[config.mk]
export PLATFORM = sky130hd
export DESIGN_NAME = i2c_eeprom_master_core
export DESIGN_NICKNAME = d
export VERILOG_FILES = /design/src/hw/rtl/i2cee_pkg.sv /design/src/hw/rtl/i2c_eeprom_master_core.sv /design/src/hw/rtl/i2cee_seq.sv
export VERILOG_INCLUDE_DIRS = /design/src /design/src/hw/rtl
export SDC_FILE = /design/constraint.sdc
export NUM_CORES = 1
export LEC_CHECK = 0
export ABC_AREA = 0
export BUFFER_PORTS_ARGS = -buffer_cell sky130_fd_sc_hd__buf_2
export CORE_MARGIN = 3
export CORE_UTILIZATION = 55
export CTS_BUF_LIST = sky130_fd_sc_hd__clkbuf_8 sky130_fd_sc_hd__clkbuf_16
export DETAILED_ROUTE_END_ITERATION = 6
export PLACE_DENSITY = 0.73
export SLEW_MARGIN = 20
export SYNTH_ARGS = -nofsm -noshare
export SYNTH_HDL_FRONTEND = slang
export SYNTH_SLANG_ARGS = --single-unit
[constraint.sdc]
create_clock -name clk -period 5.8 [get_ports clk]
set_input_delay 0.58 -clock clk [delete_from_list [all_inputs] [get_ports clk]]
set_output_delay 0.58 -clock clk [all_outputs]
set_load 0.03 [all_outputs]
[src/hw/rtl/i2c_eeprom_master_core_assert.svh]
// assertion macros, clocked on clk, disabled while rst_n is low
`ifndef I2C_EEPROM_MASTER_CORE_ASSERT_SVH
`define I2C_EEPROM_MASTER_CORE_ASSERT_SVH

// same-cycle implication
`define I2CEE_ASSERT_IMP(lbl, ante, cons, msg) \
  lbl: assert property (@(posedge clk) disable iff (!rst_n) (ante) |-> (cons)) \
    else $error(msg);

// next-cycle implication
`define I2CEE_ASSERT_NXT(lbl, ante, cons, msg) \
  lbl: assert property (@(posedge clk) disable iff (!rst_n) (ante) |=> (cons)) \
    else $error(msg);

`endif

[src/hw/rtl/i2cee_pkg.sv]
package i2cee_pkg;

  localparam logic [7:0] DEV_BASE       = 8'hA0;
  localparam logic [7:0] DEV_CUR_READ   = 8'hA1;
  localparam logic [7:0] READ_BIT       = 8'h01;
  localparam logic [7:0] INTERVAL_RESET = 8'd50;

  localparam logic [1:0] OP_TICK     = 2'd0;
  localparam logic [1:0] OP_WRITE    = 2'd1;
  localparam logic [1:0] OP_READ     = 2'd2;
  localparam logic [1:0] OP_CUR_READ = 2'd3;

  localparam logic [1:0] ST_OK       = 2'd0;
  localparam logic [1:0] ST_DEV_NACK = 2'd1;
  localparam logic [1:0] ST_DAT_NACK = 2'd2;

  typedef enum logic [6:0] {
    SEG_IDLE  = 7'b0000001,
    SEG_START = 7'b0000010,
    SEG_TXBIT = 7'b0000100,
    SEG_RXACK = 7'b0001000,
    SEG_RXBIT = 7'b0010000,
    SEG_TXACK = 7'b0100000,
    SEG_STOP  = 7'b1000000
  } seg_t;

  typedef enum logic [4:0] {
    STG_DEVW  = 5'b00001,
    STG_WADDR = 5'b00010,
    STG_WDATA = 5'b00100,
    STG_DEVR  = 5'b01000,
    STG_RDATA = 5'b10000
  } stage_t;

  typedef struct packed {
    logic [1:0]  op;
    logic [10:0] mem_addr;
    logic [2:0]  byte_count;
    logic [31:0] write_data;
    logic        send_stop;
    logic        sda_in;
  } item_t;

  typedef struct packed {
    logic        scl_level;
    logic        sda_level;
    logic        busy_res;
    logic        done_res;
    logic [1:0]  status;
    logic [31:0] read_data;
  } res_t;

  // actions per segment
  function automatic logic [2:0] seg_actions(seg_t seg);
    logic [2:0] n;
    case (seg)
      SEG_IDLE:  n = 3'd1;
      SEG_TXACK: n = 3'd4;
      SEG_STOP:  n = 3'd4;
      default:   n = 3'd3;
    endcase
    return n;
  endfunction

  function automatic logic [7:0] write_byte(logic [31:0] data, logic [2:0] k);
    logic [7:0] b;
    if (k[2]) begin
      b = 8'h00;
    end else begin
      b = data[{k[1:0], 3'b000} +: 8];
    end
    return b;
  endfunction

endpackage

[src/hw/rtl/i2c_eeprom_master_core.sv]
// channel | dir | handshake          | payload
// in      | in  | in_tvalid/tready   | in_tuser op, in_tdata command and sda sample
// out     | out | out_tvalid/tready  | out_tdata line levels, flags, status, read data
// cfg     | in  | cfg_we             | cfg_wdata interval_ticks
//
// one result per input transfer, computed combinationally and captured in the output register
// an input transfer is taken every cycle while the output register is free or draining
// the sequencer state steps only on an input transfer, never on idle cycles
// rst_n is synchronous: lines released, sequencer idle, interval_ticks back to 50
// a stalled output holds its result and blocks new input transfers
`include "i2c_eeprom_master_core_assert.svh"

module i2c_eeprom_master_core #(
  parameter int MAX_BYTES = 4
) (
  input  logic        clk,
  input  logic        rst_n,
  input  logic        in_tvalid,
  output logic        in_tready,
  // op
  input  logic [1:0]  in_tuser,
  // mem_addr, byte_count, write_data, send_stop, sda_in
  input  logic [47:0] in_tdata,
  output logic        out_tvalid,
  input  logic        out_tready,
  // scl_level, sda_level, busy_res, done_res, status, read_data
  output logic [39:0] out_tdata,
  input  logic        cfg_we,
  input  logic [7:0]  cfg_wdata
);

  logic             out_valid_r;
  logic [39:0]      out_data_r;
  logic [7:0]       interval_ticks_r;
  logic             in_xfer;
  i2cee_pkg::item_t item;
  i2cee_pkg::res_t  res;

  assign in_tready = !out_valid_r || out_tready;
  assign in_xfer   = in_tvalid && in_tready;

  always_comb begin
    item.op         = in_tuser;
    item.mem_addr   = in_tdata[10:0];
    item.byte_count = in_tdata[13:11];
    item.write_data = in_tdata[45:14];
    item.send_stop  = in_tdata[46];
    item.sda_in     = in_tdata[47];
  end

  i2cee_seq #(
    .MAX_BYTES(MAX_BYTES)
  ) u_seq (
    .clk           (clk),
    .rst_n         (rst_n),
    .step          (in_xfer),
    .item          (item),
    .interval_ticks(interval_ticks_r),
    .res           (res)
  );

  always_ff @(posedge clk) begin
    if (!rst_n) begin
      interval_ticks_r <= i2cee_pkg::INTERVAL_RESET;
    end else if (cfg_we) begin
      interval_ticks_r <= cfg_wdata;
    end
  end

  always_ff @(posedge clk) begin
    if (!rst_n) begin
      out_valid_r <= 1'b0;
    end else if (in_xfer) begin
      out_valid_r <= 1'b1;
    end else if (out_tready) begin
      out_valid_r <= 1'b0;
    end
  end

  always_ff @(posedge clk) begin
    if (in_xfer) begin
      out_data_r <= {2'b00, res.read_data, res.status, res.done_res, res.busy_res,
                     res.sda_level, res.scl_level};
    end
  end

  assign out_tvalid = out_valid_r;
  assign out_tdata  = out_data_r;

  `I2CEE_ASSERT_NXT(a_result_follows, in_tvalid && in_tready, out_tvalid, "no result after input")
  `I2CEE_ASSERT_IMP(a_done_not_busy, out_tvalid && out_tdata[3], !out_tdata[2], "done while busy")
  `I2CEE_ASSERT_IMP(a_data_with_done, out_tvalid && !out_tdata[3], out_tdata[37:6] == 32'h0, "read data without done")

endmodule

[src/hw/rtl/i2cee_seq.sv]
module i2cee_seq #(
  parameter int MAX_BYTES = 4
) (
  input  logic             clk,
  input  logic             rst_n,
  input  logic             step,
  input  i2cee_pkg::item_t item,
  input  logic [7:0]       interval_ticks,
  output i2cee_pkg::res_t  res
);

  i2cee_pkg::seg_t   seg_r, seg_nxt;
  i2cee_pkg::stage_t stage_r, stage_nxt;
  logic [1:0]  sub_r, sub_nxt;
  logic [7:0]  icnt_r, icnt_nxt;
  logic [2:0]  bit_r, bit_nxt;
  logic [2:0]  byte_r, byte_nxt;
  logic [7:0]  shift_r, shift_nxt;
  logic [31:0] data_r, data_nxt;
  logic [10:0] addr_r, addr_nxt;
  logic [3:0]  cnt_r, cnt_nxt;
  logic [2:0]  ops_r, ops_nxt;
  logic        scl_r, scl_nxt;
  logic        sda_r, sda_nxt;
  logic [1:0]  stat_r, stat_nxt;
  logic        fin;
  logic        do_apply;
  logic [7:0]  lim;
  logic [8:0]  icnt_inc;
  logic        is_last;

  assign lim      = (interval_ticks == 8'd0) ? 8'd1 : interval_ticks;
  assign icnt_inc = {1'b0, icnt_r} + 9'd1;

  always_comb begin
    seg_nxt   = seg_r;
    stage_nxt = stage_r;
    sub_nxt   = sub_r;
    icnt_nxt  = icnt_r;
    bit_nxt   = bit_r;
    byte_nxt  = byte_r;
    shift_nxt = shift_r;
    data_nxt  = data_r;
    addr_nxt  = addr_r;
    cnt_nxt   = cnt_r;
    ops_nxt   = ops_r;
    scl_nxt   = scl_r;
    sda_nxt   = sda_r;
    stat_nxt  = stat_r;
    fin       = 1'b0;
    do_apply  = 1'b0;
    is_last   = 1'b0;

    if (seg_r == i2cee_pkg::SEG_IDLE) begin
      if (item.op != i2cee_pkg::OP_TICK) begin
        if (item.byte_count == 3'd0) begin
          cnt_nxt = 4'd1;
        end else if ({1'b0, item.byte_count} > 4'(MAX_BYTES)) begin
          cnt_nxt = 4'(MAX_BYTES);
        end else begin
          cnt_nxt = {1'b0, item.byte_count};
        end
        addr_nxt = item.mem_addr;
        ops_nxt  = {item.send_stop, item.op};
        data_nxt = (item.op == i2cee_pkg::OP_WRITE) ? item.write_data : 32'h0;
        stat_nxt = i2cee_pkg::ST_OK;
        byte_nxt = 3'd0;
        icnt_nxt = 8'd0;
        if (item.op == i2cee_pkg::OP_CUR_READ) begin
          stage_nxt = i2cee_pkg::STG_DEVR;
          shift_nxt = i2cee_pkg::DEV_CUR_READ;
        end else begin
          stage_nxt = i2cee_pkg::STG_DEVW;
          shift_nxt = i2cee_pkg::DEV_BASE | {4'h0, item.mem_addr[10:8], 1'b0};
        end
        seg_nxt  = i2cee_pkg::SEG_START;
        sub_nxt  = 2'd0;
        bit_nxt  = 3'd0;
        do_apply = 1'b1;
      end
    end else if (icnt_inc < {1'b0, lim}) begin
      icnt_nxt = icnt_inc[7:0];
    end else begin
      icnt_nxt = 8'd0;
      is_last  = ({1'b0, byte_r} + 4'd1) >= cnt_r;
      if (({1'b0, sub_r} + 3'd1) < i2cee_pkg::seg_actions(seg_r)) begin
        sub_nxt  = sub_r + 2'd1;
        do_apply = 1'b1;
      end else if ((seg_r == i2cee_pkg::SEG_TXBIT || seg_r == i2cee_pkg::SEG_RXBIT)
                   && bit_r != 3'd7) begin
        sub_nxt  = 2'd0;
        bit_nxt  = bit_r + 3'd1;
        do_apply = 1'b1;
      end else begin
        // segment end: default is entering a new segment
        sub_nxt  = 2'd0;
        bit_nxt  = 3'd0;
        do_apply = 1'b1;
        case (seg_r)
          i2cee_pkg::SEG_START: seg_nxt = i2cee_pkg::SEG_TXBIT;
          i2cee_pkg::SEG_TXBIT: seg_nxt = i2cee_pkg::SEG_RXACK;
          i2cee_pkg::SEG_RXACK: begin
            scl_nxt = 1'b0;
            if (item.sda_in) begin
              stat_nxt = (stage_r == i2cee_pkg::STG_DEVW || stage_r == i2cee_pkg::STG_DEVR)
                         ? i2cee_pkg::ST_DEV_NACK : i2cee_pkg::ST_DAT_NACK;
              seg_nxt  = i2cee_pkg::SEG_STOP;
            end else begin
              case (stage_r)
                i2cee_pkg::STG_DEVW: begin
                  stage_nxt = i2cee_pkg::STG_WADDR;
                  shift_nxt = addr_r[7:0];
                  seg_nxt   = i2cee_pkg::SEG_TXBIT;
                end
                i2cee_pkg::STG_WADDR: begin
                  if (ops_r[1:0] == i2cee_pkg::OP_WRITE) begin
                    stage_nxt = i2cee_pkg::STG_WDATA;
                    byte_nxt  = 3'd0;
                    shift_nxt = i2cee_pkg::write_byte(data_r, 3'd0);
                    seg_nxt   = i2cee_pkg::SEG_TXBIT;
                  end else begin
                    stage_nxt = i2cee_pkg::STG_DEVR;
                    shift_nxt = i2cee_pkg::DEV_BASE | {4'h0, addr_r[10:8], 1'b0}
                                | i2cee_pkg::READ_BIT;
                    seg_nxt   = i2cee_pkg::SEG_START;
                  end
                end
                i2cee_pkg::STG_WDATA: begin
                  if (is_last) begin
                    if (ops_r[2]) begin
                      seg_nxt = i2cee_pkg::SEG_STOP;
                    end else begin
                      seg_nxt  = i2cee_pkg::SEG_IDLE;
                      fin      = 1'b1;
                      do_apply = 1'b0;
                    end
                  end else begin
                    byte_nxt  = byte_r + 3'd1;
                    shift_nxt = i2cee_pkg::write_byte(data_r, byte_r + 3'd1);
                    seg_nxt   = i2cee_pkg::SEG_TXBIT;
                  end
                end
                default: begin
                  stage_nxt = i2cee_pkg::STG_RDATA;
                  byte_nxt  = 3'd0;
                  seg_nxt   = i2cee_pkg::SEG_RXBIT;
                end
              endcase
            end
          end
          i2cee_pkg::SEG_RXBIT: begin
            if (!byte_r[2]) begin
              data_nxt[{byte_r[1:0], 3'b000} +: 8] =
                data_r[{byte_r[1:0], 3'b000} +: 8] | shift_r;
            end
            seg_nxt = i2cee_pkg::SEG_TXACK;
          end
          i2cee_pkg::SEG_TXACK: begin
            if (is_last) begin
              if (ops_r[2]) begin
                seg_nxt = i2cee_pkg::SEG_STOP;
              end else begin
                seg_nxt  = i2cee_pkg::SEG_IDLE;
                fin      = 1'b1;
                do_apply = 1'b0;
              end
            end else begin
              byte_nxt = byte_r + 3'd1;
              seg_nxt  = i2cee_pkg::SEG_RXBIT;
            end
          end
          default: begin
            seg_nxt  = i2cee_pkg::SEG_IDLE;
            fin      = 1'b1;
            do_apply = 1'b0;
          end
        endcase
      end
    end

    // line action of the new phase
    if (do_apply) begin
      case (seg_nxt)
        i2cee_pkg::SEG_START: begin
          case (sub_nxt)
            2'd0:    sda_nxt = 1'b1;
            2'd1:    scl_nxt = 1'b1;
            default: sda_nxt = 1'b0;
          endcase
        end
        i2cee_pkg::SEG_TXBIT: begin
          case (sub_nxt)
            2'd0:    scl_nxt = 1'b0;
            2'd1:    sda_nxt = shift_nxt[3'd7 - bit_nxt];
            default: scl_nxt = 1'b1;
          endcase
        end
        i2cee_pkg::SEG_RXACK: begin
          case (sub_nxt)
            2'd0:    scl_nxt = 1'b0;
            2'd1:    sda_nxt = 1'b1;
            default: scl_nxt = 1'b1;
          endcase
        end
        i2cee_pkg::SEG_RXBIT: begin
          case (sub_nxt)
            2'd0: begin
              scl_nxt = 1'b0;
              sda_nxt = 1'b1;
            end
            2'd1:    scl_nxt = 1'b1;
            default: shift_nxt = {shift_nxt[6:0], item.sda_in};
          endcase
        end
        i2cee_pkg::SEG_TXACK: begin
          case (sub_nxt)
            2'd0:    scl_nxt = 1'b0;
            2'd1:    sda_nxt = ({1'b0, byte_nxt} + 4'd1) >= cnt_nxt;
            2'd2:    scl_nxt = 1'b1;
            default: scl_nxt = 1'b0;
          endcase
        end
        i2cee_pkg::SEG_STOP: begin
          case (sub_nxt)
            2'd0:    scl_nxt = 1'b0;
            2'd1:    sda_nxt = 1'b0;
            2'd2:    scl_nxt = 1'b1;
            default: sda_nxt = 1'b1;
          endcase
        end
        default: ;
      endcase
    end
  end

  always_comb begin
    res.scl_level = scl_nxt;
    res.sda_level = sda_nxt;
    res.busy_res  = (seg_nxt != i2cee_pkg::SEG_IDLE);
    res.done_res  = fin;
    res.status    = stat_nxt;
    res.read_data = (fin && ops_nxt[1:0] != i2cee_pkg::OP_WRITE) ? data_nxt : 32'h0;
  end

  always_ff @(posedge clk) begin
    if (!rst_n) begin
      seg_r   <= i2cee_pkg::SEG_IDLE;
      stage_r <= i2cee_pkg::STG_DEVW;
      sub_r   <= 2'd0;
      icnt_r  <= 8'd0;
      bit_r   <= 3'd0;
      byte_r  <= 3'd0;
      shift_r <= 8'd0;
      data_r  <= 32'h0;
      addr_r  <= 11'd0;
      cnt_r   <= 4'd0;
      ops_r   <= 3'd0;
      scl_r   <= 1'b1;
      sda_r   <= 1'b1;
      stat_r  <= i2cee_pkg::ST_OK;
    end else if (step) begin
      seg_r   <= seg_nxt;
      stage_r <= stage_nxt;
      sub_r   <= sub_nxt;
      icnt_r  <= icnt_nxt;
      bit_r   <= bit_nxt;
      byte_r  <= byte_nxt;
      shift_r <= shift_nxt;
      data_r  <= data_nxt;
      addr_r  <= addr_nxt;
      cnt_r   <= cnt_nxt;
      ops_r   <= ops_nxt;
      scl_r   <= scl_nxt;
      sda_r   <= sda_nxt;
      stat_r  <= stat_nxt;
    end
  end

endmodule
# Word level (Yosys, flattened, before mapping)
# Cells that the tools add are included.
dict set report classes {
  add_sub_neg 9
  n_mul 0
  div 0
  n_lt_le_gt_ge 6
  eq_ne 31
  shifts 4
  muxes 129
  n_bitwise 1
  reduce_logical 21
}
# operator count
set op_table {}
lappend op_table {{$mux W32} 8}
lappend op_table {{$mux W8} 17}
lappend op_table {{$shiftx A32 B6 Y8} 2}
lappend op_table {{$mux W7} 9}
lappend op_table {{$mux W3} 18}
lappend op_table {{$mux W5} 7}
lappend op_table {{$pmux W7 S5} 1}
lappend op_table {{$bwmux W32} 1}
lappend op_table {{$mux W1} 32}
lappend op_table {{$shift A8 B7 Y32 const A} 1}
lappend op_table {{$shiftx A8 B7 Y32} 1}
lappend op_table {{$mux W2} 14}
lappend op_table {{$mux W4} 6}
lappend op_table {{$pmux W8 S3} 1}
lappend op_table {{$pmux W7 S3} 1}
lappend op_table {{$pmux W5 S3} 1}
lappend op_table {{$eq A7 B2 Y1 const B} 2}
lappend op_table {{$eq A7 B3 Y1 const B} 2}
lappend op_table {{$eq A7 B4 Y1 const B} 2}
lappend op_table {{$eq A7 B5 Y1 const B} 2}
lappend op_table {{$eq A7 B6 Y1 const B} 2}
lappend op_table {{$eq A7 B7 Y1 const B} 2}
lappend op_table {{$ne A2 B1 Y1 const B} 6}
lappend op_table {{$pmux W1 S2} 6}
lappend op_table {{other kinds (41)} 57}
dict set report totals {
  reg_bits 137
  latch_bits 0
  ram_bits 0
  romBits 0
  inputBits 63
  output_inout_bits 42
  word_cells 220
  mem_count 0
}

# Logic depth before layout (Yosys ltp)
# Gate-level depths: netlist (run 1).
dict set report logic_depth {
  ltp_word 16
  depth_mapped 24
  mapped_depth_nobuf 23
}

# Hierarchy
# Synthesis (run 1) repeated with hierarchy kept, for this count alone.
dict set report unflattened {
  cells_unflattened 1115
  hier_area_um2 9296.4
}
# mod instances cells_each area_per_inst_um2 seq_area_each_um2
set by_module_without_submodules {}
lappend by_module_without_submodules {i2cee_seq 1 1044 7798.7 1801.7}
lappend by_module_without_submodules {i2c_eeprom_master_core 1 71 1497.7 1321.3}

# Worst setup path before layout (run 1)
# No wires, ideal clock.
dict set report synth_path {
  path_type {register to register}
  from {register u_seq.icnt_r[0]}
  to {register out_data_r[1] (netlist: out_tdata[1]) (data pin)}
  setup_time_ps 273
  arrival_time_ps 4517
  required_time_ps 5527
  setup_slack_ps 1010
  stages_incl_launch_ff 25
  n_path_buf 1
  period_less_slack_ps 4790
  path_cell_list {dfxtp_1 -> ha_1 -> and3_1 -> nand3_1 -> xnor2_1 -> ha_1 -> a21o_1 -> a21oi_1 -> o21ai_1 -> o211a_1 -> buf_2 -> nand3_1 -> o21ai_0 -> a22oi_1 -> o22ai_1 -> ha_1 -> xor2_1 -> ha_1 -> nor2b_1 -> o21ai_0 -> nand2b_1 -> a32oi_1 -> o221ai_1 -> a311oi_1 -> a31oi_1}
}
# item line_no
set synth_lines {}
lappend synth_lines {{from (decl)} i2cee_seq.sv:15} ;# logic [7:0] icnt_r, icnt_nxt;
lappend synth_lines {{from (signal assigned)} i2cee_seq.sv:265} ;# icnt_r <= icnt_nxt;
lappend synth_lines {{to (signal assigned)} i2c_eeprom_master_core.sv:82} ;# out_data_r <= {2'b00, res.read_data, res.status, res.done_res, res.busy_res,
lappend synth_lines {{to (decl)} i2c_eeprom_master_core.sv:33} ;# logic [39:0] out_data_r;

==> results of run 1 <==
[final timing paths]
check / from / end / cells past startpoint
setup / recovery: u_seq.icnt_r[0] / out_tdata[1] / 22
hold / removal: cfg_wdata[1] / interval_ticks_r[1] / 3
setup reg to reg: u_seq.icnt_r[0] / out_tdata[1] / 22
hold reg to reg: u_seq.addr_r[8] / u_seq.addr_r[8] / 2
[worst register-to-register path: cells and delay by family (launching register included)]
family / cells / cell delay, ns
AND/OR/NAND/NOR: 6 / 1.27
XOR/XNOR: 2 / 0.31
AO/OA/AOI/OAI: 11 / 2.30
flip-flops: 1 / 0.36
adder cells (fa/ha/maj): 3 / 0.82
[layout by cell type, fill, tap and decap left out, types with 6 or more instances in the layout]
master,instances
nor2_1,155
nand2_1,118
buf_2,102
dfxtp_1,99
o21ai_0,91
a21oi_1,66
mux2i_1,53
edfxtp_1,38
o21ai_1,37
mux2_2,33
ha_1,31
inv_1,28
and2_1,28
nor3_1,26
nand3_1,23
clkbuf_16,17
mux4_2,16
buf_4,16
nand2b_1,15
o211ai_1,14
nor2b_1,13
and3_1,10
a211oi_1,10
xor2_1,9
nand3b_1,7
a32oi_1,7
or3_1,7
a21o_1,6
[routing by layer]
layer  part of all wire (%)  wire length [um]
met5                      0                 0
met1                     46             12700
met2                     43             11900
met3                    9.8              2720
met4                    1.9               537
[kinds of logic after synthesis]
kind of cell             count (synthesis)  synth area share (%)
flip-flops                             137                  33.1
AND/OR/NAND/NOR                        440                  23.3
adder cells (fa/ha/maj)                 31                  4.11
XOR/XNOR                                13                  1.21
other                                    1                0.0397
buffers and inverters                  105                  4.62
multiplexers                           104                  13.6
AO/OA/AOI/OAI                          294                  20.0
[state kept, by name (all words and copies together) (netlist names), 2 cells and up]
name and cells:
u_seq.seg_r 7, u_seq.addr_r 11, u_seq.ops_r 3, u_seq.stat_r 2, u_seq.stage_r 5, u_seq.cnt_r 4, u_seq.byte_r 3, u_seq.shift_r 8
out_tdata 38, u_seq.sub_r 2, u_seq.bit_r 3, interval_ticks_r 8, u_seq.icnt_r 8, u_seq.data_r 32
[stage by stage]
stage | setup WS (ns) | util, % | hold WS (ns) | instance area, sq um | cells
floorplan | 1.01 | - | 0.429 | 9450 | 1126
detailed placement | 0.459 | 60.0 | 0.453 | 10000 | 1387
global placement | 0.550 | 60.0 | 0.441 | 10000 | 1387
global route | 0.0413 | 63.9 | 0.372 | 10700 | 1419
CTS | 0.413 | 63.8 | 0.369 | 10600 | 1419
finish | 0.466 | 63.9 | 0.365 | 10700 | 1419
[power by group through the flow]
stage	clock [uW]	sequential (uW)	combinational (uW)
floorplan	0	1120	412
global placement	0	1120	579
detailed placement	0	1120	582
CTS	1170	1100	587
global route	1220	1110	655
finish	1170	1110	598
[final cells by class]
| class | count | area [sq um] |
|---|---|---|
| fill | 1454 | 6030 |
| multi-input combinational | 884 | 5910 |
| sequential | 137 | 3120 |
| timing repair buffer | 118 | 631 |
| clock buffer | 17 | 425 |
| tap | 220 | 275 |
| clock inverter | 15 | 200 |
| inverter | 28 | 105 |
[repair_timing]
action	in CTS	in global routing
hold buffers	0	0
gates resized for setup	0	3
endpoints found under the setup margin	0	2
==> impl_metrics.csv, run 1 <==
group,metric,value,unit
detailed_routing,ant_nets,0,
grt,busiest_layer,"met1",
clock_network,root_buffer,"clkbuf_16",
power,power.switching,894,uW
finish,drive_gt1_share,19.4,%
setup_path,cp_cell_sequence,"ha_1 > and3_1 > xor2_1 > ha_1 > nand4_1 > a221oi_2 > o2111a_1 > o21ai_4 > nor4_2 > or3b_1 > a21boi_0 > a21o_1 > a22o_1 > xor2_1 > ha_1 > nor2b_1 > o21ai_0 > nand2b_1 > a32oi_1 > o221ai_1 > a311oi_1 > a31oi_1",
setup_path,critPathBufInv,0,
grt,grt_max_degree,78,
timing,tns,0,ns
timing,slew-limit-headroom,26.1,%
timing,slew_viol_final,0,
flow_run,maxCapViolCount,0,
logic_synthesis,synth.distinct_cells,90,
power,internal-power,1980,uW
die,die-area,18800,sq um
timing,min_period,5.33,ns
clock_network,numCtsBuffers,17,
detailed_routing,viasPerCell,6.20,
timing,finalSetupViolations,0,
power,p_clk_share,40.6,%
setup_path,critical-path-top-delay-family,"compound AO/OA/AOI/OAI gates",
die,ios,105,
timing,tightest_slew,1.10,ns
detailed_routing,first_pass_iters,6,
timing,fin_crit_sh,92.0,%
logic_synthesis,synth.most_common_cell,"nor2_1",
logic_synthesis,ys_warn_count,0,
grt,grt_pass1_wl,43.5,mm
grt,grt-ovfl-total,0,
logic_synthesis,syn_inst,1125,
outcome,run_status,"finished clean",
placed_design,dp_hpwl,19.7,mm
detailed_routing,vias,8804,
detailed_routing,drc,0,
logic_synthesis,synth.yosys.seq_area_share,33.1,%
logic_synthesis,synthFlopType,"dfxtp_1",
placed_design,port_buffers,102,
die,start_util,56.5,%
setup_path,critPathMaxStageDelay,0.39,ns
die,die_x,137,um
grt,use_met1,44.1,%
setup_path,critPathMaxFanout,6,
timing,hold_viol,0,
setup_path,cp_common_cell,"ha_1",
detailed_routing,wl_per_cell,19.6,um
grt,grt_antenna_before_repair,0,
logic_synthesis,yosys.area.top_type,"dfxtp_1",
power,power.density,269,nW/um^2
clock_network,cts_setup_buffers,0,
placed_design,gp_congestion,0.988,
clock_network,clockBufferDepth,2,
power,leakage,0.00425,uW
setup_path,cp_data_arrival_time,5.49,ns
grt,grtUsageMet2,42.8,%
die,dieHeight,137,um
hold_path,min_path_type,"primary input to register",
clock_network,cts_sinks,137,
power,p_seq_share,38.5,%
clock_network,cts_tree,"built",
power,p_sw_share,31.2,%
logic_synthesis,yosys-top-cells-area,"dfxtp_1 (21%), edfxtp_1 (12%), nor2_1 (6.2%)",
logic_synthesis,avgSynthCellArea,8.39,sq um
die,core,16700,sq um
detailed_routing,first_iter_violations,919,
logic_synthesis,yosysTopAreaCellShare,21.0,%
timing,fmaxAchievable,0.187,GHz
logic_synthesis,synth_enable_flop_cells,38,
setup_path,cp-end-kind,"register",
grt,globalRouteMet3Util,7.10,%
logic_synthesis,syn_area,9440,sq um
finish,syn_to_final_growth,13.0,%
power,combPwrFrac,20.8,%
clock_network,insertion_delay,0.43,ns
setup_path,worstPathRequired,5.95,ns
setup_path,worstSetupPathType,"register to register",
finish,nets,1280,
setup_path,critPathSlowestCell,"o2111a_1",
power,vdd_ir_drop_max,0.252,mV
grt,grt_pass1_vias,7982,
power,power.total,2870,uW
die,rows,47,
clock_network,clk_pin_slew,0.06,ns
finish,diodes,0,
timing,fin_skew,0.0145,ns
logic_synthesis,async_flop_share,0,%
timing,rsz0062_at_grt,"false",
clock_network,h-tree-depth,4,
logic_synthesis,ys_ff_latch,137,
detailed_routing,wl,27.8,mm
grt,grt_use_total,29.9,%
logic_synthesis,synth_common_cells,"nor2_1 (155), nand2_1 (119), dfxtp_1 (99)",
setup_path,start_kind,"register",
setup_path,regToRegSetupSlack,0.47,ns
Note: power is estimated with default switching activity, not from simulation.
==> run 2: changes to the inputs <==
==> constraint.sdc (replaced) <==
create_clock -name clk -period 5.9 [get_ports clk]
set_input_delay 0.59 -clock clk [delete_from_list [all_inputs] [get_ports clk]]
set_output_delay 0.59 -clock clk [all_outputs]
set_load 0.03 [all_outputs]
==> run 2 against run 1 <==
Compared with the run above: utilization fell by 0.53 points; sequential power is essentially flat; cell count down 0.14%; worst hold slack better by 0.019 ns; clock skew shrank 0.0025 ns; highest routed layer unchanged; register-to-register slack about the same; combinational power is 2% lower; largest cell class unchanged; setup slack got worse by 0.0079 ns; first-iteration DRC count increased by 6.0%; clock-buffer cell count is 1 higher; non-clock buffer count decreased by 2; sequential share of layout area is 0.25 points higher.
==> impl_metrics.csv, run 2 (same netlist as run 1, synthesis figures left out) <==
group,metric,value,unit
clock_network,cts_sinks,137,
setup_path,reg2reg_to,"out_tdata[1]",
finish,layout_common_cells,"nor2_1 (155), nand2_1 (118), buf_2 (102)",
detailed_routing,vias,8811,
grt,grt_pass1_wl,43.1,mm
timing,finalSetupViolations,0,
die,start_util,56.5,%
power,leakage,0.00420,uW
timing,whs,0.384,ns
hold_path,min_path_type,"primary input to register",
detailed_routing,first_pass_iters,6,
timing,slew_viol_final,0,
setup_path,cp-startpoint,"u_seq.icnt_r[0]",
finish,largest_reg_flops,38,
setup_path,cp-endpoint,"out_tdata[1]",
finish,final-seq-area,3120,sq um
placed_design,dpl_cell_area,10000,sq um
placed_design,port_buffers,102,
timing,fin_skew,0.0120,ns
finish,stdcell_area,10600,sq um
timing,tns,0,ns
grt,grt_max_degree,78,
setup_path,cp_data_arrival_time,5.60,ns
grt,grt_use_total,29.3,%
flow_run,maxCapViolCount,0,
clock_network,h-tree-depth,4,
timing,tightest_slew,1.04,ns
clock_network,cts_setup_buffers,0,
clock_network,clk_pin_slew,0.06,ns
clock_network,cts_tree,"built",
setup_path,r2r-start,"u_seq.icnt_r[0]",
placed_design,gp_congestion,1.02,
grt,grt_antenna_before_repair,0,
setup_path,worstPathRequired,6.06,ns
clock_network,clockBufferDepth,2,
timing,hold_viol,0,
finish,n_fill_cell,1464,
setup_path,start_kind,"register",
detailed_routing,viasPerCell,6.22,
detailed_routing,ant_nets,0,
clock_network,insertion_delay,0.43,ns
setup_path,cp-end-kind,"register",
finish,multi_input_area,5900,sq um
outcome,run_status,"finished clean",
placed_design,dp_hpwl,19.4,mm
timing,fin_crit_sh,92.2,%
finish,nets,1278,
die,die-area,18800,sq um
timing,fmaxAchievable,0.184,GHz
power,vdd_ir_drop_max,0.196,mV
timing,min_period,5.44,ns
grt,grt_pass1_vias,8015,
finish,layout_commonest_cell,"nor2_1",
setup_path,rr_worst_depth,22,
die,die_x,137,um
finish,syn_to_final_growth,12.0,%
clock_network,root_buffer,"clkbuf_16",
setup_path,critPathMaxFanout,6,
clock_network,numCtsBuffers,17,
timing,rsz0062_at_grt,"false",
detailed_routing,first_iter_violations,974,
power,power.density,256,nW/um^2
detailed_routing,drc,0,
finish,drive_gt1_share,19.2,%
die,dieHeight,137,um
grt,grt-ovfl-total,0,
detailed_routing,wl_per_cell,19.4,um
setup_path,worstSetupPathType,"register to register",
timing,slew-limit-headroom,30.1,%
finish,diodes,0,
setup_path,regToRegSetupSlack,0.46,ns
die,core,16700,sq um
die,ios,105,
detailed_routing,wl,27.5,mm
die,rows,47,
run 2: power breakdown:
part	internal (uW)	switching [uW]	leakage, uW
combinational	210	373	0.00274
clock	593	450	0.000274
sequential	1020	64.7	0.00119
run 2: layer usage:
layer  part of all wire [%]  track usage (%)  wire length [um]
met5                      0                0                 0
met4                    2.6             10.8               708
met1                     46             42.9             12600
met2                     43             41.7             11800
met3                    9.0             7.06              2480
run 2: final cells by class:
class                      instances  share of cell area, %
clock buffer                      18                   4.15
sequential                       137                   29.5
multi-input combinational        884                   55.7
inverter                          28                  0.994
clock inverter                    14                   1.17
timing repair buffer             116                   5.82
tap                              220                   2.60
run 2: per-stage QoR:
stage	util (%)	std cells	power, uW	setup slack [ns]
floorplan	-	1126	1510	1.11
global placement	59.9	1384	1660	0.704
detailed placement	59.9	1384	1670	0.470
CTS	63.3	1416	2710	0.417
global route	63.3	1417	2820	0.119
finish	63.3	1417	2710	0.458
run 2: worst max-delay path, cell delays in order, from the launching register on:
cell	delay [ns]
dfxtp_1	0.37
ha_1	0.26
and3_1	0.23
xor2_1	0.15
ha_1	0.32
nand4_1	0.13
a221oi_2	0.36
o2111a_1	0.35
o21ai_2	0.14
nor4_2	0.38
o21ai_0	0.20
a22oi_1	0.23
o22ai_1	0.18
ha_1	0.35
ha_1	0.30
a21oi_1	0.13
nor2b_1	0.06
o21ai_0	0.15
nand2b_1	0.08
a32oi_1	0.20
o221ai_1	0.15
a311oi_1	0.32
a31oi_1	0.13
run 2: worst min-delay path by stage:
| stage | startpoint | to | depth (start not counted) |
|---|---|---|---|
| after CTS | cfg_wdata[4] | interval_ticks_r[4] | 3 |
| after global routing | cfg_wdata[4] | interval_ticks_r[4] | 3 |
| after floorplan | u_seq.addr_r[8] | u_seq.addr_r[8] | 2 |
| after global placement | u_seq.addr_r[8] | u_seq.addr_r[8] | 2 |
| final | cfg_wdata[1] | interval_ticks_r[1] | 3 |
| after detailed placement | u_seq.addr_r[9] | u_seq.addr_r[9] | 2 |
run 2: timing repair:
item,CTS,global route
endpoints found under the setup margin,0,1
hold buffers,0,0
gates resized for setup,0,1
hold endpoints to repair,0,0
==> run 3: changes to the inputs <==
--- a/config.mk
+++ b/config.mk
@@ -12,6 +12,7 @@
 export CORE_UTILIZATION = 55
 export CTS_BUF_LIST = sky130_fd_sc_hd__clkbuf_8 sky130_fd_sc_hd__clkbuf_16
 export DETAILED_ROUTE_END_ITERATION = 6
+export GPL_TIMING_DRIVEN = 0
 export PLACE_DENSITY = 0.73
 export SLEW_MARGIN = 20
 export SYNTH_ARGS = -nofsm -noshare
==> run 3 against run 2 <==
Compared with the run above: via count increased by 4.4%; worst hold slack got worse by 0.0054 ns; sequential power about the same; global-route usage increased by 4.2 points; routed wire length increased by 13%; clock-buffer cell count increased by 2; setup slack got worse by 0.15 ns; non-clock buffer count increased by 62; register-to-register slack got worse by 0.15 ns.
==> impl_metrics.csv, run 3 (same netlist as run 1, synthesis figures left out) <==
group,metric,value,unit
outcome,run_status,"finished clean",
clock_network,insertion_delay,0.43,ns
timing,slew-limit-headroom,32.0,%
finish,n_fill_cell,1462,
clock_network,numCtsBuffers,17,
grt,grt_use_total,33.5,%
die,rows,47,
timing,finalSetupViolations,0,
finish,layout_commonest_cell,"nor2_1",
setup_path,worstSetupPathType,"register to register",
detailed_routing,first_pass_iters,6,
clock_network,root_buffer,"clkbuf_16",
finish,diodes,0,
setup_path,worstPathRequired,6.05,ns
timing,fin_skew,0.0150,ns
finish,largest_reg_flops,38,
clock_network,post_cts_resize_count,0,
grt,grt_pass1_vias,8607,
setup_path,critPathMaxFanout,6,
die,die-area,18800,sq um
power,power.total,2770,uW
finish,drive_gt1_share,18.4,%
detailed_routing,vias,9196,
timing,tightest_slew,1.01,ns
setup_path,start_kind,"register",
placed_design,pre_cts_slack,0.218,ns
placed_design,dp_hpwl,23.1,mm
detailed_routing,drc,0,
placed_design,gp_congestion,1.00,
timing,fmaxAchievable,0.179,GHz
grt,grt_max_degree,48,
timing,hold_viol,0,
grt,grt-ovfl-total,0,
grt,grt_antenna_before_repair,0,
die,core,16700,sq um
flow_run,maxCapViolCount,0,
clock_network,cts_sinks,137,
clock_network,clk_pin_slew,0.06,ns
timing,fin_crit_sh,94.9,%
timing,min_period,5.60,ns
timing,tns,0,ns
detailed_routing,ant_nets,0,
timing,rsz0062_at_grt,"false",
timing,slew_viol_final,0,
clock_network,cts_setup_buffers,0,
finish,syn_to_final_growth,14.7,%
power,power.density,256,nW/um^2
detailed_routing,viasPerCell,6.22,
die,ios,105,
finish,layout_common_cells,"nor2_1 (155), nand2_1 (119), buf_2 (110)",
grt,grt_pass1_wl,47.9,mm
detailed_routing,wl_per_cell,21.1,um
hold_path,min_path_type,"primary input to register",
clock_network,clockBufferDepth,2,
detailed_routing,first_iter_violations,1120,
setup_path,cp_data_arrival_time,5.74,ns
timing,worst_slack,0.304,ns
placed_design,port_buffers,101,
setup_path,cp-end-kind,"register",
finish,nets,1340,
clock_network,h-tree-depth,4,
die,dieHeight,137,um
power,leakage,0.00431,uW
die,start_util,56.5,%
clock_network,cts_tree,"built",
clock_network,hold_buffers,0,
die,die_x,137,um
timing,whs,0.379,ns
detailed_routing,wl,31.2,mm
power,vdd_ir_drop_max,0.237,mV
==> run 3: cell count changes in the layout (fill, tap and decap cells not counted), moves of 2 or more <==
cell,delta
buf_1,+11
buf_2,+8
buf_4,-9
buf_6,+2
clkbuf_1,+49
clkbuf_16,+2
clkinv_1,+2
clkinv_2,-2
clkinvlp_4,-3
inv_2,-2
==> run 3: layer usage <==
layer | track usage, % | share of wire [%] | wire, um
met1 | 47.5 | 43 | 13400
met2 | 49.0 | 43 | 13400
met3 | 9.63 | 11 | 3580
met4 | 10.7 | 2.6 | 807
met5 | 0 | 0 | 0
==> run 3: path summary, 6_finish.rpt <==
kind | start | end | slack (ns) | cells past startpoint
min | cfg_wdata[1] | interval_ticks_r[1] | 0.38 | 3
max reg2reg | u_seq.icnt_r[0] | out_tdata[1] | 0.30 | 22
min reg2reg | u_seq.addr_r[8] | u_seq.addr_r[8] | 0.46 | 2
max | u_seq.icnt_r[0] | out_tdata[1] | 0.30 | 22
==> run 3: cell type report <==
class / count / area (sq um) / area share (%)
Multi-Input combinational cell: 884 / 5910 / 54.6
Sequential cell: 137 / 3120 / 28.8
Timing Repair Buffer: 101 / 505 / 4.67
Clock buffer: 20 / 489 / 4.52
Buffer: 77 / 335 / 3.10
Tap cell: 220 / 275 / 2.54
Inverter: 28 / 105 / 0.970
Clock inverter: 12 / 88.8 / 0.820
==> run 3: report_power, final <==
part / internal, uW / leakage [uW] / switching (uW)
Combinational: 220 / 0.00282 / 418
Clock: 604 / 0.000294 / 447
Sequential: 1020 / 0.00119 / 62.5
==> run 3: metrics by stage <==
stage	util, %	cells	instance area, sq um
after detailed placement	61.3	1447	10200
final	64.9	1479	10800
after floorplan	-	1126	9450
after CTS	64.7	1479	10800
after global placement	61.2	1447	10200
after global routing	64.9	1479	10800
==> run 3: critical path, stage by stage (launching register included) <==
cell and delay (ns):
dfxtp_2 0.35, ha_1 0.25, and3_1 0.24, xor2_1 0.16, ha_1 0.33, nand2_1 0.05
o21ai_0 0.43, o2111a_1 0.36, o21ai_2 0.16, nor4_2 0.42, o21ai_0 0.21, a22oi_1 0.23
o22ai_1 0.22, ha_1 0.30, xor2_1 0.17, ha_1 0.30, nor2b_1 0.13, o21ai_0 0.15
nand2b_1 0.11, a32oi_1 0.20, o221ai_1 0.17, a311oi_2 0.24, a31oi_1 0.13
